[config.mk]
export PLATFORM = sky130hd
export DESIGN_NAME = pixel_format_converter
export DESIGN_NICKNAME = d
export VERILOG_FILES = /design/src/hw/rtl/pfc_pkg.sv /design/src/hw/rtl/pixel_format_converter.sv /design/src/hw/rtl/pfc_cfg.sv /design/src/hw/rtl/pfc_datapath.sv
export VERILOG_INCLUDE_DIRS = /design/src /design/src/hw/rtl
export SDC_FILE = /design/constraint.sdc
export NUM_CORES = 1
export LEC_CHECK = 0
export BUFFER_PORTS_ARGS = -buffer_cell sky130_fd_sc_hd__clkbuf_2
export CELL_PAD_IN_SITES_DETAIL_PLACEMENT = 0
export CELL_PAD_IN_SITES_GLOBAL_PLACEMENT = 1
export CORE_ASPECT_RATIO = 0.8
export CORE_MARGIN = 2
export CORE_UTILIZATION = 55
export CTS_CLUSTER_SIZE = 16
export DETAILED_ROUTE_END_ITERATION = 12
export MAX_ROUTING_LAYER = met4
export PLACE_DENSITY = 0.88
export SYNTH_ARGS = -nofsm -noshare
export SYNTH_HDL_FRONTEND = slang
export SYNTH_HIERARCHICAL = 1
export SYNTH_SLANG_ARGS = --single-unit
export TNS_END_PERCENT = 5
[constraint.sdc]
create_clock -name clk -period 11 [get_ports clk]
set_clock_uncertainty 0.15 [all_clocks]
set_input_delay 2.2 -clock clk [delete_from_list [all_inputs] [get_ports clk]]
set_output_delay 2.2 -clock clk [all_outputs]
set_load 0.02 [all_outputs]
[src/hw/rtl/pixel_format_converter_assert.svh]
// Assertion macros for the pixel format converter.
// No dependencies; included by files that carry concurrent checks.
`ifndef PIXEL_FORMAT_CONVERTER_ASSERT_SVH
`define PIXEL_FORMAT_CONVERTER_ASSERT_SVH

// same-cycle implication, disabled in reset
`define PFC_ASSERT_NOW(label, clk, rst_n, ante, cons, msg) \
  label: assert property (@(posedge clk) disable iff (!rst_n) (ante) |-> (cons)) \
    else $error(msg);

// next-cycle implication, disabled in reset
`define PFC_ASSERT_NEXT(label, clk, rst_n, ante, cons, msg) \
  label: assert property (@(posedge clk) disable iff (!rst_n) (ante) |=> (cons)) \
    else $error(msg);

`endif

[src/hw/rtl/pfc_pkg.sv]
// Shared types and constants for the pixel format converter.
// No dependencies; used by pfc_cfg, pfc_datapath and the top level.
package pfc_pkg;

  localparam int COMP_W     = 8;
  localparam int FMT_W      = 2;
  localparam int CFG_INDEX_W = 2;
  localparam int CFG_DATA_W = 8;
  localparam int WEIGHT_W   = 24;
  localparam int PROD_W     = WEIGHT_W + COMP_W;
  localparam int SUM_W      = 32;
  localparam int LUMA_SHIFT = 24;

  localparam logic [FMT_W-1:0] FMT_GRAY8 = 2'd0;
  localparam logic [FMT_W-1:0] FMT_RGB24 = 2'd1;
  localparam logic [FMT_W-1:0] FMT_RGBA  = 2'd2;

  localparam logic [CFG_INDEX_W-1:0] REG_SOURCE_FORMAT = 2'd0;
  localparam logic [CFG_INDEX_W-1:0] REG_DEST_FORMAT   = 2'd1;

  // luma weights, sum is 2^24
  localparam logic [WEIGHT_W-1:0] LUMA_WR = 24'd5014710;
  localparam logic [WEIGHT_W-1:0] LUMA_WG = 24'd9848226;
  localparam logic [WEIGHT_W-1:0] LUMA_WB = 24'd1914280;

  localparam logic [COMP_W-1:0] ALPHA_OPAQUE = 8'd255;

  typedef enum logic [1:0] {
    MODE_LUMA,
    MODE_REPL,
    MODE_COPY,
    MODE_BAD
  } mode_t;

  typedef struct packed {
    mode_t            mode;
    logic             alpha_en;
    logic [FMT_W-1:0] src_fmt;
    logic [FMT_W-1:0] dst_fmt;
  } conv_ctl_t;

  typedef struct packed {
    logic s1_valid;
    logic s2_valid;
    logic s3_valid;
  } pipe_status_t;

endpackage

[src/hw/rtl/pixel_format_converter.sv]
// Pixel format converter between gray8, rgb24 and rgba, with a three-stage pipeline.
// Depends on pfc_pkg, pfc_cfg, pfc_datapath and pixel_format_converter_assert.svh.
//
// One pixel word is taken per clock while not stalled; the three luma multiplies
// sit in a stage of their own and the sum and format select in the next, so
// throughput is one word per cycle with no bubbles. out_stall back-pressures the
// whole pipe, and empty stages still fill while the output waits. Formats are set
// through cfg_index 0 (source) and 1 (destination), by the user only while no
// word is in flight; the block does not enforce this. Same-format or
// unknown-format pairs raise out_unsupported with all components zero.
`include "pixel_format_converter_assert.svh"

module pixel_format_converter (
  input  logic                              clk,
  input  logic                              rst_n,
  input  logic                              cfg_valid,
  output logic                              cfg_ready,
  input  logic [pfc_pkg::CFG_INDEX_W-1:0]   cfg_index,
  input  logic [pfc_pkg::CFG_DATA_W-1:0]    cfg_data,
  input  logic                              in_valid,
  output logic                              in_stall,
  input  logic [pfc_pkg::COMP_W-1:0]        in_comp0,
  input  logic [pfc_pkg::COMP_W-1:0]        in_comp1,
  input  logic [pfc_pkg::COMP_W-1:0]        in_comp2,
  output logic                              out_valid,
  input  logic                              out_stall,
  output logic [pfc_pkg::COMP_W-1:0]        out_comp0,
  output logic [pfc_pkg::COMP_W-1:0]        out_comp1,
  output logic [pfc_pkg::COMP_W-1:0]        out_comp2,
  output logic [pfc_pkg::COMP_W-1:0]        out_alpha,
  output logic                              out_unsupported
);

  pfc_pkg::conv_ctl_t    ctl;
  pfc_pkg::pipe_status_t status;

  pfc_cfg u_cfg (
    .clk       (clk),
    .rst_n     (rst_n),
    .cfg_valid (cfg_valid),
    .cfg_ready (cfg_ready),
    .cfg_index (cfg_index),
    .cfg_data  (cfg_data),
    .ctl       (ctl)
  );

  pfc_datapath u_datapath (
    .clk             (clk),
    .rst_n           (rst_n),
    .ctl             (ctl),
    .in_valid        (in_valid),
    .in_stall        (in_stall),
    .in_comp0        (in_comp0),
    .in_comp1        (in_comp1),
    .in_comp2        (in_comp2),
    .out_valid       (out_valid),
    .out_stall       (out_stall),
    .out_comp0       (out_comp0),
    .out_comp1       (out_comp1),
    .out_comp2       (out_comp2),
    .out_alpha       (out_alpha),
    .out_unsupported (out_unsupported),
    .status          (status)
  );

  // an accepted word must land in stage 1
  `PFC_ASSERT_NEXT(a_accept_fills_s1, clk, rst_n, in_valid && !in_stall, status.s1_valid, "accepted word lost at stage 1")

  // unsupported pairs carry an all-zero word
  `PFC_ASSERT_NOW(a_bad_is_zero, clk, rst_n, out_valid && out_unsupported, out_comp0 == '0 && out_comp1 == '0 && out_comp2 == '0 && out_alpha == '0, "unsupported word not zero")

  // gray destination leaves the upper components and alpha clear
  `PFC_ASSERT_NOW(a_gray_dest_clear, clk, rst_n, out_valid && ctl.dst_fmt == pfc_pkg::FMT_GRAY8, out_comp1 == '0 && out_comp2 == '0 && out_alpha == '0, "gray word has extra components")

  // alpha is only ever opaque, and only on a converted word
  `PFC_ASSERT_NOW(a_alpha_opaque, clk, rst_n, out_valid && out_alpha != '0, out_alpha == pfc_pkg::ALPHA_OPAQUE && !out_unsupported && ctl.dst_fmt == pfc_pkg::FMT_RGBA, "bad alpha value")

endmodule

[src/hw/rtl/pfc_cfg.sv]
// Format registers and conversion mode decode.
// Depends on pfc_pkg.
module pfc_cfg (
  input  logic                               clk,
  input  logic                               rst_n,
  input  logic                               cfg_valid,
  output logic                               cfg_ready,
  input  logic [pfc_pkg::CFG_INDEX_W-1:0]    cfg_index,
  input  logic [pfc_pkg::CFG_DATA_W-1:0]     cfg_data,
  output pfc_pkg::conv_ctl_t                 ctl
);

  logic [pfc_pkg::FMT_W-1:0] src_fmt_r;
  logic [pfc_pkg::FMT_W-1:0] dst_fmt_r;
  logic                      src_colour;
  logic                      dst_colour;

  assign cfg_ready = 1'b1;

  always_ff @(posedge clk) begin
    if (!rst_n) begin
      src_fmt_r <= pfc_pkg::FMT_RGB24;
      dst_fmt_r <= pfc_pkg::FMT_GRAY8;
    end else if (cfg_valid) begin
      unique case (cfg_index)
        pfc_pkg::REG_SOURCE_FORMAT: src_fmt_r <= cfg_data[pfc_pkg::FMT_W-1:0];
        pfc_pkg::REG_DEST_FORMAT:   dst_fmt_r <= cfg_data[pfc_pkg::FMT_W-1:0];
        default: ;
      endcase
    end
  end

  assign src_colour = (src_fmt_r == pfc_pkg::FMT_RGB24) || (src_fmt_r == pfc_pkg::FMT_RGBA);
  assign dst_colour = (dst_fmt_r == pfc_pkg::FMT_RGB24) || (dst_fmt_r == pfc_pkg::FMT_RGBA);

  always_comb begin
    ctl.src_fmt  = src_fmt_r;
    ctl.dst_fmt  = dst_fmt_r;
    ctl.alpha_en = (dst_fmt_r == pfc_pkg::FMT_RGBA);
    if (dst_fmt_r == pfc_pkg::FMT_GRAY8 && src_colour) begin
      ctl.mode = pfc_pkg::MODE_LUMA;
    end else if (dst_colour && src_fmt_r == pfc_pkg::FMT_GRAY8) begin
      ctl.mode = pfc_pkg::MODE_REPL;
    end else if (dst_colour && src_colour && dst_fmt_r != src_fmt_r) begin
      ctl.mode = pfc_pkg::MODE_COPY;
    end else begin
      ctl.mode = pfc_pkg::MODE_BAD;
    end
  end

endmodule

[src/hw/rtl/pfc_datapath.sv]
// Three-stage conversion pipeline: capture, luma products, sum and select.
// Depends on pfc_pkg; control comes from pfc_cfg.
module pfc_datapath (
  input  logic                          clk,
  input  logic                          rst_n,
  input  pfc_pkg::conv_ctl_t            ctl,
  input  logic                          in_valid,
  output logic                          in_stall,
  input  logic [pfc_pkg::COMP_W-1:0]    in_comp0,
  input  logic [pfc_pkg::COMP_W-1:0]    in_comp1,
  input  logic [pfc_pkg::COMP_W-1:0]    in_comp2,
  output logic                          out_valid,
  input  logic                          out_stall,
  output logic [pfc_pkg::COMP_W-1:0]    out_comp0,
  output logic [pfc_pkg::COMP_W-1:0]    out_comp1,
  output logic [pfc_pkg::COMP_W-1:0]    out_comp2,
  output logic [pfc_pkg::COMP_W-1:0]    out_alpha,
  output logic                          out_unsupported,
  output pfc_pkg::pipe_status_t         status
);

  localparam int CW = pfc_pkg::COMP_W;
  localparam int PW = pfc_pkg::PROD_W;

  logic en1, en2, en3;
  logic v1_r, v2_r, v3_r;

  // stage 1
  logic [CW-1:0]      s1_c0_r, s1_c1_r, s1_c2_r;
  pfc_pkg::mode_t     s1_mode_r;
  logic               s1_alpha_r;
  // stage 2
  logic [CW-1:0]      s2_c0_r, s2_c1_r, s2_c2_r;
  logic [PW-1:0]      s2_pr_r, s2_pg_r, s2_pb_r;
  pfc_pkg::mode_t     s2_mode_r;
  logic               s2_alpha_r;
  // stage 3 (output word)
  logic [CW-1:0]      o_c0_r, o_c1_r, o_c2_r, o_a_r;
  logic               o_bad_r;
  logic [CW-1:0]      o_c0_nxt, o_c1_nxt, o_c2_nxt, o_a_nxt;
  logic               o_bad_nxt;
  logic [pfc_pkg::SUM_W-1:0] luma_sum;

  // a stage advances when empty or when the one after it advances
  assign en3      = !v3_r || !out_stall;
  assign en2      = !v2_r || en3;
  assign en1      = !v1_r || en2;
  assign in_stall = !en1;

  always_ff @(posedge clk) begin
    if (!rst_n) begin
      v1_r <= 1'b0;
      v2_r <= 1'b0;
      v3_r <= 1'b0;
    end else begin
      if (en1) v1_r <= in_valid;
      if (en2) v2_r <= v1_r;
      if (en3) v3_r <= v2_r;
    end
  end

  always_ff @(posedge clk) begin
    if (en1) begin
      s1_c0_r    <= in_comp0;
      s1_c1_r    <= in_comp1;
      s1_c2_r    <= in_comp2;
      s1_mode_r  <= ctl.mode;
      s1_alpha_r <= ctl.alpha_en;
    end
    if (en2) begin
      s2_c0_r    <= s1_c0_r;
      s2_c1_r    <= s1_c1_r;
      s2_c2_r    <= s1_c2_r;
      s2_pr_r    <= PW'(pfc_pkg::LUMA_WR) * PW'(s1_c0_r);
      s2_pg_r    <= PW'(pfc_pkg::LUMA_WG) * PW'(s1_c1_r);
      s2_pb_r    <= PW'(pfc_pkg::LUMA_WB) * PW'(s1_c2_r);
      s2_mode_r  <= s1_mode_r;
      s2_alpha_r <= s1_alpha_r;
    end
    if (en3) begin
      o_c0_r  <= o_c0_nxt;
      o_c1_r  <= o_c1_nxt;
      o_c2_r  <= o_c2_nxt;
      o_a_r   <= o_a_nxt;
      o_bad_r <= o_bad_nxt;
    end
  end

  // weights sum to 2^24, so the top byte never overflows
  assign luma_sum = pfc_pkg::SUM_W'(s2_pr_r) + pfc_pkg::SUM_W'(s2_pg_r)
                  + pfc_pkg::SUM_W'(s2_pb_r);

  always_comb begin
    o_c0_nxt  = '0;
    o_c1_nxt  = '0;
    o_c2_nxt  = '0;
    o_a_nxt   = '0;
    o_bad_nxt = 1'b0;
    unique case (s2_mode_r)
      pfc_pkg::MODE_LUMA: begin
        o_c0_nxt = luma_sum[pfc_pkg::LUMA_SHIFT +: CW];
      end
      pfc_pkg::MODE_REPL: begin
        o_c0_nxt = s2_c0_r;
        o_c1_nxt = s2_c0_r;
        o_c2_nxt = s2_c0_r;
        o_a_nxt  = s2_alpha_r ? pfc_pkg::ALPHA_OPAQUE : '0;
      end
      pfc_pkg::MODE_COPY: begin
        o_c0_nxt = s2_c0_r;
        o_c1_nxt = s2_c1_r;
        o_c2_nxt = s2_c2_r;
        o_a_nxt  = s2_alpha_r ? pfc_pkg::ALPHA_OPAQUE : '0;
      end
      pfc_pkg::MODE_BAD: begin
        o_bad_nxt = 1'b1;
      end
      default: ;
    endcase
  end

  assign out_valid       = v3_r;
  assign out_comp0       = o_c0_r;
  assign out_comp1       = o_c1_r;
  assign out_comp2       = o_c2_r;
  assign out_alpha       = o_a_r;
  assign out_unsupported = o_bad_r;

  assign status.s1_valid = v1_r;
  assign status.s2_valid = v2_r;
  assign status.s3_valid = v3_r;

endmodule
Yosys cells after proc, flatten, opt, wreduce, memory -nomap -nowiden
Cells that the tools add are included.
{"block": "totals", "out_inout_bits": 36, "input_bits": 39, "reg_bits": 181, "elab_cells": 67}
{"block": "classes", "n_mul": 3, "eq_ne": 9, "reduce_logical": 22, "addsub": 2, "mux": 7}
{"op": "$pmux W8 S2", "n": 3}
{"op": "$add A31 B32 Y32", "n": 1}
{"op": "$add A32 B29 Y32", "n": 1}
{"op": "$mul A23 B8 Y31 const A", "n": 1}
{"op": "$mul A22 B8 Y30 const A", "n": 1}
{"op": "$mul A18 B8 Y26 const A", "n": 1}
{"op": "$eq A2 B1 Y1 const B", "n": 4}
{"op": "$eq A2 B2 Y1 const B", "n": 4}
{"op": "$logic_not A2 Y1", "n": 4}
{"op": "$mux W8", "n": 1}
{"op": "$logic_not A1 Y1", "n": 5}
{"op": "$logic_or A1 B1 Y1", "n": 5}
{"op": "$logic_and A1 B1 Y1", "n": 4}
{"op": "$reduce_and A2 Y1", "n": 2}
{"op": "$reduce_or A2 Y1", "n": 2}
{"op": "$mux W1", "n": 3}
{"op": "$ne A2 B2 Y1", "n": 1}

Logic depth before layout (Yosys ltp)
Gate-level depths: netlist of the first run.
{"block": "depth", "depth_word": 6, "depth_mapped": 17, "ltp_nobuf": 17}

Modules after synthesis
The synthesis of the first run kept the hierarchy.
{"mod": "pfc_datapath", "seq_area_each_um2": 4864.7, "area_per_inst_um2": 14248.7, "instances": 1, "cells_each": 1234}
{"mod": "pfc_cfg", "seq_area_each_um2": 80.1, "area_per_inst_um2": 271.5, "instances": 1, "cells_each": 29}

Worst setup path before layout of the first run
Ideal clock, no wire load.
{"block": "synth_timing", "path_kind": "input-to-output", "from": "input port out_stall", "to": "output port in_stall", "arrival_time_ps": 3280, "path_buffers": 0, "required_ps": 8650, "path_stages": 3, "setup_slack_ps": 5370, "path_cell_list": "and3_1 > nand2_1 > inv_1"}
{"block": "synth_between", "elab_chain_len": 5}
{"element": "start, declared", "line_no": "pixel_format_converter.sv:26", "text": "input logic out_stall,"}
{"element": "$logic_not A1 Y1", "line_no": "pfc_datapath.sv:45", "text": "assign en3 = !v3_r || !out_stall;"}
{"element": "$logic_or A1 B1 Y1", "line_no": "pfc_datapath.sv:45"}
{"element": "$logic_or A1 B1 Y1", "line_no": "pfc_datapath.sv:46", "text": "assign en2 = !v2_r || en3;"}
{"element": "$logic_or A1 B1 Y1", "line_no": "pfc_datapath.sv:47", "text": "assign en1 = !v1_r || en2;"}
{"element": "$logic_not A1 Y1", "line_no": "pfc_datapath.sv:48", "text": "assign in_stall = !en1;"}
{"element": "end, declared", "line_no": "pixel_format_converter.sv:21", "text": "output logic in_stall,"}
No other way between the ends.

Worst setup path after layout of the first run
{"block": "layout_timing", "from": "register u_datapath.s1_c0_r[6]", "to": "register u_datapath.s2_pr_r[30], data pin"}
{"block": "layout_between", "elab_chain_len": 1}
{"element": "start, declared", "line_no": "pfc_datapath.sv:29", "text": "logic [CW-1:0] s1_c0_r, s1_c1_r, s1_c2_r;"}
{"element": "start signal, assigned", "line_no": "pfc_datapath.sv:64", "text": "s1_c0_r <= in_comp0;"}
{"element": "$mul A22 B8 Y30", "line_no": "pfc_datapath.sv:74", "text": "s2_pr_r <= PW'(pfc_pkg::LUMA_WR) * PW'(s1_c0_r);"}
{"element": "end signal, assigned", "line_no": "pfc_datapath.sv:74"}
{"element": "end, declared", "line_no": "pfc_datapath.sv:34", "text": "logic [PW-1:0] s2_pr_r, s2_pg_r, s2_pb_r;"}
No other way between the ends.
A chain may end at the register's enable or synchronous reset.

==> metrics.md, run 1 <==
| Metric | Value |
|---|---|
| Peak Freq | `188.9 MHz` |
| Fin cells | `1,704` |
| Initial antenna violation count | `0` |
| Fin crit period | `5295 ps` |
| Vias in the first global route | `9,142` |
| Cts repair resizes | `0` |
| Worst EP required | `11,040 ps` |
| Power Density | `259.0 mW/mm2` |
| Net count after synthesis | `1,670` |
| GPL Wtd Cong | `0.8825` |
| Rows | `53` |
| Fraction of layout cells with a size suffix above 1 | `8.612%` |
| Die area | `0.02768 mm2` |
| Yosys warning total | `6` |
| Net load switching power | `0.001740 W` |
| Clk buf depth | `2` |
| Int Pwr | `0.002343 W` |
| Cells after Synth | `1,260` |
| Worst slew pin tran | `1110 ps` |
| Final hold violation count | `0` |
| Die W | `185.5 um` |
| Post-Route WL | `30,210 um` |
| Peak fanout along the critical path | `8` |
| Placed cells | `1,672` |
| Area of the mapped netlist | `0.01450 mm2` |
| Switching Fraction | `42.62%` |
| GRT Overall Usage | `24.02%` |
| Total power | `0.004084 W` |
| PortBufs | `67` |
| Cell Area, Placed | `0.01521 mm2` |
| Fin. max-slew vios | `0` |
| Die Height | `149.2 um` |
| Vias per cell | `5.488` |
| Clock power frac | `14.0%` |
| Status | `completed` |
| Global-route wire length before repair | `48,650 um` |
| Core area | `0.02606 mm2` |
| Average size of a mapped cell | `11.51 um2` |
| Logic pwr share | `58.8%` |
| Hold Path Class | `register to register` |
| Leakage | `7.578 nW` |
| Overflow left after global routing | `0` |
| DR WL/cell | `17.73 um` |
| Drt drc | `0` |
| Final nets | `1,744` |
| Area Growth Syn to Fin | `8.769%` |
| Reg clk slew, reported paths | `60 ps` |
| Initial Util | `55.63%` |
| DP HPWL | `24,260 um` |
| Unrepaired setup endpoints after global routing | `no` |
| Finished Core Util | `60.51%` |
| Root Driver | `clkbuf_16` |
| Worst EP arrival | `5330 ps` |
| Crit path launch type | `register` |
| CTS tree | `yes` |
| First-pass detailed-route iteration total | `5` |
| Slew HR | `25.85%` |
| Total vias in the final route | `9,352` |
| Max-Cap Viols | `0` |
| Clock Sinks | `167` |
| Antenna viol nets, final | `0` |
| Largest net degree at the start of global routing | `85` |
| Ant diodes | `0` |
| Finished Cell Area | `0.01577 mm2` |
| Detailed Route Iter0 Violations | `516` |
| CTS buffer count | `17` |
| Fin crit share | `48.14%` |
| Kind of critical path | `register to register` |
| Setup TNS Final | `0 ps` |
| Sequential share of power | `27.2%` |
| Clk_lat worst skew | `430 ps` |
| I/O Pins | `75` |
| Peak supply drop | `0.2146 mV` |
| Final-report setup violation count | `0` |
| H-tree levels | `4` |
| Critical path endpoint category | `register` |
| Postcts setup bufs | `0` |
| # hold bufs at CTS | `0` |
## final timing paths
kind / from / endpoint / depth (start not counted) / slack (ps)
setup / recovery: u_datapath/s1_c0_r[6]$_DFFE_PN_ / u_datapath/s2_pr_r[30]$_DFFE_PP_ / 15 / 5700
hold / removal: u_datapath/s1_mode_r[1]$_DFFE_PN_ / u_datapath/s2_mode_r[1]$_DFFE_PP_ / 0 / 270
setup reg to reg: u_datapath/s1_c0_r[6]$_DFFE_PN_ / u_datapath/s2_pr_r[30]$_DFFE_PP_ / 15 / 5700
hold reg to reg: u_datapath/s1_mode_r[1]$_DFFE_PN_ / u_datapath/s2_mode_r[1]$_DFFE_PP_ / 0 / 270
## sequential cells by signal, summed over array words and instances, names as in the netlist, 2 cells and up
name,cells
u_datapath/s1_c0_r,8
u_datapath/s2_mode_r,2
u_datapath/s2_c1_r,8
u_datapath/s2_c2_r,8
u_datapath/s1_c1_r,8
u_datapath/out_comp2,8
u_cfg/dst_fmt_r,2
u_datapath/s2_pb_r,24
u_cfg/src_fmt_r,2
u_datapath/s1_c2_r,8
u_datapath/s1_mode_r,2
u_datapath/s2_c0_r,8
u_datapath/out_comp0,8
u_datapath/s2_pg_r,27
u_datapath/out_comp1,8
u_datapath/s2_pr_r,29
## per-stage QoR
| stage | setup slack [ps] | hold slack, ps |
|---|---|---|
| after floorplan | 5370 | 250.3 |
| after global placement | 5793 | 257.5 |
| after detailed placement | 5762 | 256.3 |
| after CTS | 5756 | 273.8 |
| after global routing | 5369 | 281.6 |
| final | 5705 | 272.5 |
## worst max-delay path, stage by stage (launching register included)
cell,delay (ps)
edfxtp_1,570
inv_1,90
ha_1,380
inv_1,90
fa_1,570
fa_1,450
fa_1,480
ha_1,370
a21oi_1,140
o21ai_0,170
or4_1,430
a21oi_1,150
o21bai_1,160
a31oi_1,410
o21ai_1,180
a31o_2,270
## layer usage
layer | up-vias | wire (um) | GRT usage, % | part of all wire, %
met2 | 210 | 13470 | 36.23 | 45
met1 | 4549 | 14950 | 34.80 | 49
li1 | 4569 | - | - | -
met4 | 0 | 253 | 3.968 | 0.84
met3 | 24 | 1534 | 4.028 | 5.1
met5 | - | 0 | - | 0
## cell usage in the layout (no fill, tap or decap), types with 4 or more instances in the layout
cell type	instances
clkinvlp_4	4
a31oi_1	9
edfxtp_1	160
nand2b_1	11
inv_6	5
or2_2	4
dfxtp_1	7
o21a_1	18
o21ai_0	39
and2_1	6
a21o_1	29
a211oi_1	4
nor2b_1	9
xor2_1	19
a21oi_1	68
and3_1	10
inv_1	205
clkbuf_16	17
nor2_1	35
a211o_1	4
nand2_1	51
nand4_1	8
o31ai_1	4
o21bai_1	11
ha_1	257
o211ai_1	4
fa_1	114
a21boi_0	18
nor3_1	17
clkbuf_2	67
nand3_1	14
or3_1	8
xnor2_1	51
## power by group through the flow
| stage | Combinational (W) | Clock, W | Sequential (W) |
|---|---|---|---|
| floorplan | 0.00178 | 0 | 0.00109 |
| global route | 0.00273 | 0.000607 | 0.00113 |
| global placement | 0.00230 | 0 | 0.00112 |
| CTS | 0.00239 | 0.000587 | 0.00111 |
| detailed placement | 0.00236 | 0 | 0.00112 |
| finish | 0.00240 | 0.000573 | 0.00111 |
## cell type report
cell class	instances	area, um2
Tap cell	357	446.7
Inverter	206	775.7
Timing Repair Buffer	69	350.3
Fill cell	2161	10290
Clock buffer	18	429.2
Multi-Input combinational cell	873	8697
Sequential cell	167	4945
Clock inverter	14	125.1
Power figures use the tool's default switching activity.
==> run 2, diff against run 1 <==
--- a/config.mk
+++ b/config.mk
@@ -11,11 +11,11 @@
 export CELL_PAD_IN_SITES_GLOBAL_PLACEMENT = 1
 export CORE_ASPECT_RATIO = 0.8
 export CORE_MARGIN = 2
-export CORE_UTILIZATION = 55
+export CORE_UTILIZATION = 46
 export CTS_CLUSTER_SIZE = 16
 export DETAILED_ROUTE_END_ITERATION = 12
 export MAX_ROUTING_LAYER = met4
-export PLACE_DENSITY = 0.88
+export PLACE_DENSITY = 0.79
 export SYNTH_ARGS = -nofsm -noshare
 export SYNTH_HDL_FRONTEND = slang
 export SYNTH_HIERARCHICAL = 1
==> constraint.sdc (replaced) <==
create_clock -name clk -period 4.35 [get_ports clk]
set_clock_uncertainty 0.15 [all_clocks]
set_input_delay 0.87 -clock clk [delete_from_list [all_inputs] [get_ports clk]]
set_output_delay 0.87 -clock clk [all_outputs]
set_load 0.02 [all_outputs]
==> metrics.md, run 2 (same netlist as run 1, synthesis figures left out) <==
| Metric | Value |
|---|---|
| Max-Cap Viols | `0` |
| DR WL/cell | `17.03 um` |
| Placed cells | `1,886` |
| GPL Wtd Cong | `0.8690` |
| Overflow left after global routing | `0` |
| Failing checks | `negative setup slack` |
| Int Pwr | `0.006637 W` |
| Clock Sinks | `167` |
| Vias in the first global route | `9,905` |
| Clk_lat worst skew | `450 ps` |
| Ant diodes | `0` |
| Crit path launch type | `register` |
| Max reg flops | `29` |
| Largest net degree at the start of global routing | `56` |
| Leading cell type in the layout, fill and taps excluded | `ha_1` |
| Sequential share of power | `24.5%` |
| Final hold violation count | `0` |
| Global-route wire length before repair | `53,140 um` |
| Peak Freq | `220.7 MHz` |
| Die area | `0.03296 mm2` |
| Post-Route WL | `32,830 um` |
| Clock power frac | `13.4%` |
| Area Growth Syn to Fin | `21.33%` |
| Hold Crit Start | `u_datapath/s1_mode_r[1]$_DFFE_PN_` |
| Fin cells | `1,928` |
| Cell count of the worst reg-to-reg path | `14` |
| Worst slew pin tran | `1082 ps` |
| Drt drc | `0` |
| Slowest cell on crit path | `fa_2` |
| Net load switching power | `0.004797 W` |
| Worst setup path end | `u_datapath/s2_pr_r[30]$_DFFE_PP_` |
| Finished Core Util | `56.37%` |
| Final WS setup | `-180.9 ps` |
| Antenna viol nets, final | `0` |
| WP buf/inv | `1` |
| Fin. max-slew vios | `0` |
| Worst EP required | `4400 ps` |
| Crit-path leading delay family | `adder cells` |
| Status | `finished with violations` |
| Vias per cell | `5.147` |
| R2r setup slk | `-180 ps` |
| Max stage delay on crit path | `560 ps` |
| Peak fanout along the critical path | `4` |
| R2R Path End | `u_datapath/s2_pr_r[30]$_DFFE_PP_` |
| Critical path endpoint category | `register` |
| Worst EP arrival | `4590 ps` |
| Switching Fraction | `41.96%` |
| RR Startpoint | `u_datapath/s1_c0_r[7]$_DFFE_PN_` |
| First-pass detailed-route iteration total | `5` |
| Detailed Route Iter0 Violations | `492` |
| Core area | `0.03120 mm2` |
| DP HPWL | `26,890 um` |
| Power Density | `650.0 mW/mm2` |
| CTS buffer count | `17` |
| Fin crit period | `4531 ps` |
| Clk buf depth | `2` |
| Logic pwr share | `62.1%` |
| Critical Path Start | `u_datapath/s1_c0_r[7]$_DFFE_PN_` |
| Largest Register | `u_datapath/s2_pr_r` |
| Largest registers | `u_datapath/s2_pr_r x29, u_datapath/s2_pg_r x27, u_datapath/s2_pb_r x24` |
| Initial antenna violation count | `0` |
| Unrepaired setup endpoints after global routing | `yes` |
| Rows | `58` |
| Die W | `202.5 um` |
| Most frequent cells in the layout | `235 x ha_1, 199 x inv_1, 161 x buf_4` |
| Final-report setup violation count | `19` |
| Leakage | `8.442 nW` |
| GRT Overall Usage | `21.65%` |
| Peak supply drop | `0.4186 mV` |
| Kind of critical path | `register to register` |
| Root Driver | `clkbuf_16` |
| Reg clk slew, reported paths | `80 ps` |
| Die Height | `162.8 um` |
| Slew HR | `27.69%` |
| I/O Pins | `75` |
| WP depth | `14` |
| Fillcell total | `2,666` |
| PortBufs | `67` |
| Fraction of layout cells with a size suffix above 1 | `23.01%` |
| Hold Path Class | `register to register` |
| Critical path cell sequence | `ha_4 -> inv_2 -> fa_2 -> fa_1 -> fa_1 -> ha_4 -> a21oi_2 -> o21ai_2 -> or4_4 -> a21oi_4 -> o21bai_4 -> a31oi_4 -> o21ai_2 -> a31o_2` |
| H-tree levels | `4` |
| CTS tree | `yes` |
| Initial Util | `46.46%` |
| Total vias in the final route | `9,924` |
| Fin crit share | `104.2%` |
| Final nets | `1,905` |
## run 2: layer usage
metal	track usage, %	part of all wire [%]	vias to the layer above
met5	-	0	-
met4	3.981	0.71	0
met3	2.661	3.0	17
met2	33.72	46	183
met1	30.82	50	4829
li1	-	-	4895
## run 2: through the flow
stage          hold WS, ps  instance area (um2)  setup slack [ps]  power [W]  setup TNS [ps]
6_report             285.2                17590            -180.9    0.01143           -1328
5_1_grt              300.6                17590            -330.6    0.01239           -6227
4_1_cts              289.0                17350            -215.7    0.01126           -2501
3_5_place_dp         255.1                16580            -326.4   0.009520           -5467
3_3_place_gp         254.5                16580            -275.4   0.009398           -4470
2_1_floorplan        250.3                14640            -12.58   0.007339          -36.42
## run 2: final cells by class
cell class                 instances  area, um2  area share (%)
tap                              420      525.5           2.987
inverter                         206      775.7           4.410
timing repair buffer             230       1575           8.955
sequential                       167       4945           28.11
multi-input combinational        873       9164           52.09
clock inverter                    15      180.2           1.024
clock buffer                      17      425.4           2.418
## run 2: worst min path at each step
stage / endpoint / slack [ps] / cells after the start
final: u_datapath/s2_mode_r[1]$_DFFE_PP_ / 290 / 0
after global routing: u_datapath/s2_mode_r[1]$_DFFE_PP_ / 300 / 0
after CTS: u_datapath/s2_mode_r[1]$_DFFE_PP_ / 290 / 0
after detailed placement: u_datapath/s2_mode_r[1]$_DFFE_PP_ / 260 / 0
after global placement: u_datapath/s2_mode_r[1]$_DFFE_PP_ / 250 / 0
after floorplan: u_datapath/s2_alpha_r$_DFFE_PP_ / 250 / 0
## run 2: what timing repair did
| action | in CTS | in global routing |
|---|---|---|
| hold buffers | 0 | 0 |
| resized for setup | 30 | 33 |
| pin swaps | 11 | 19 |
| hold endpoints to repair | 0 | 0 |
| buffers inserted | 5 | 5 |
| setup endpoints to repair | 34 | 40 |
## run 2: power groups by stage
stage / clock network, W / logic [W] / registers (W)
final: 0.00153 / 0.00710 / 0.00280
after CTS: 0.00157 / 0.00688 / 0.00281
after global routing: 0.00162 / 0.00792 / 0.00285
after floorplan: 0 / 0.00457 / 0.00277
after global placement: 0 / 0.00656 / 0.00283
after detailed placement: 0 / 0.00669 / 0.00283
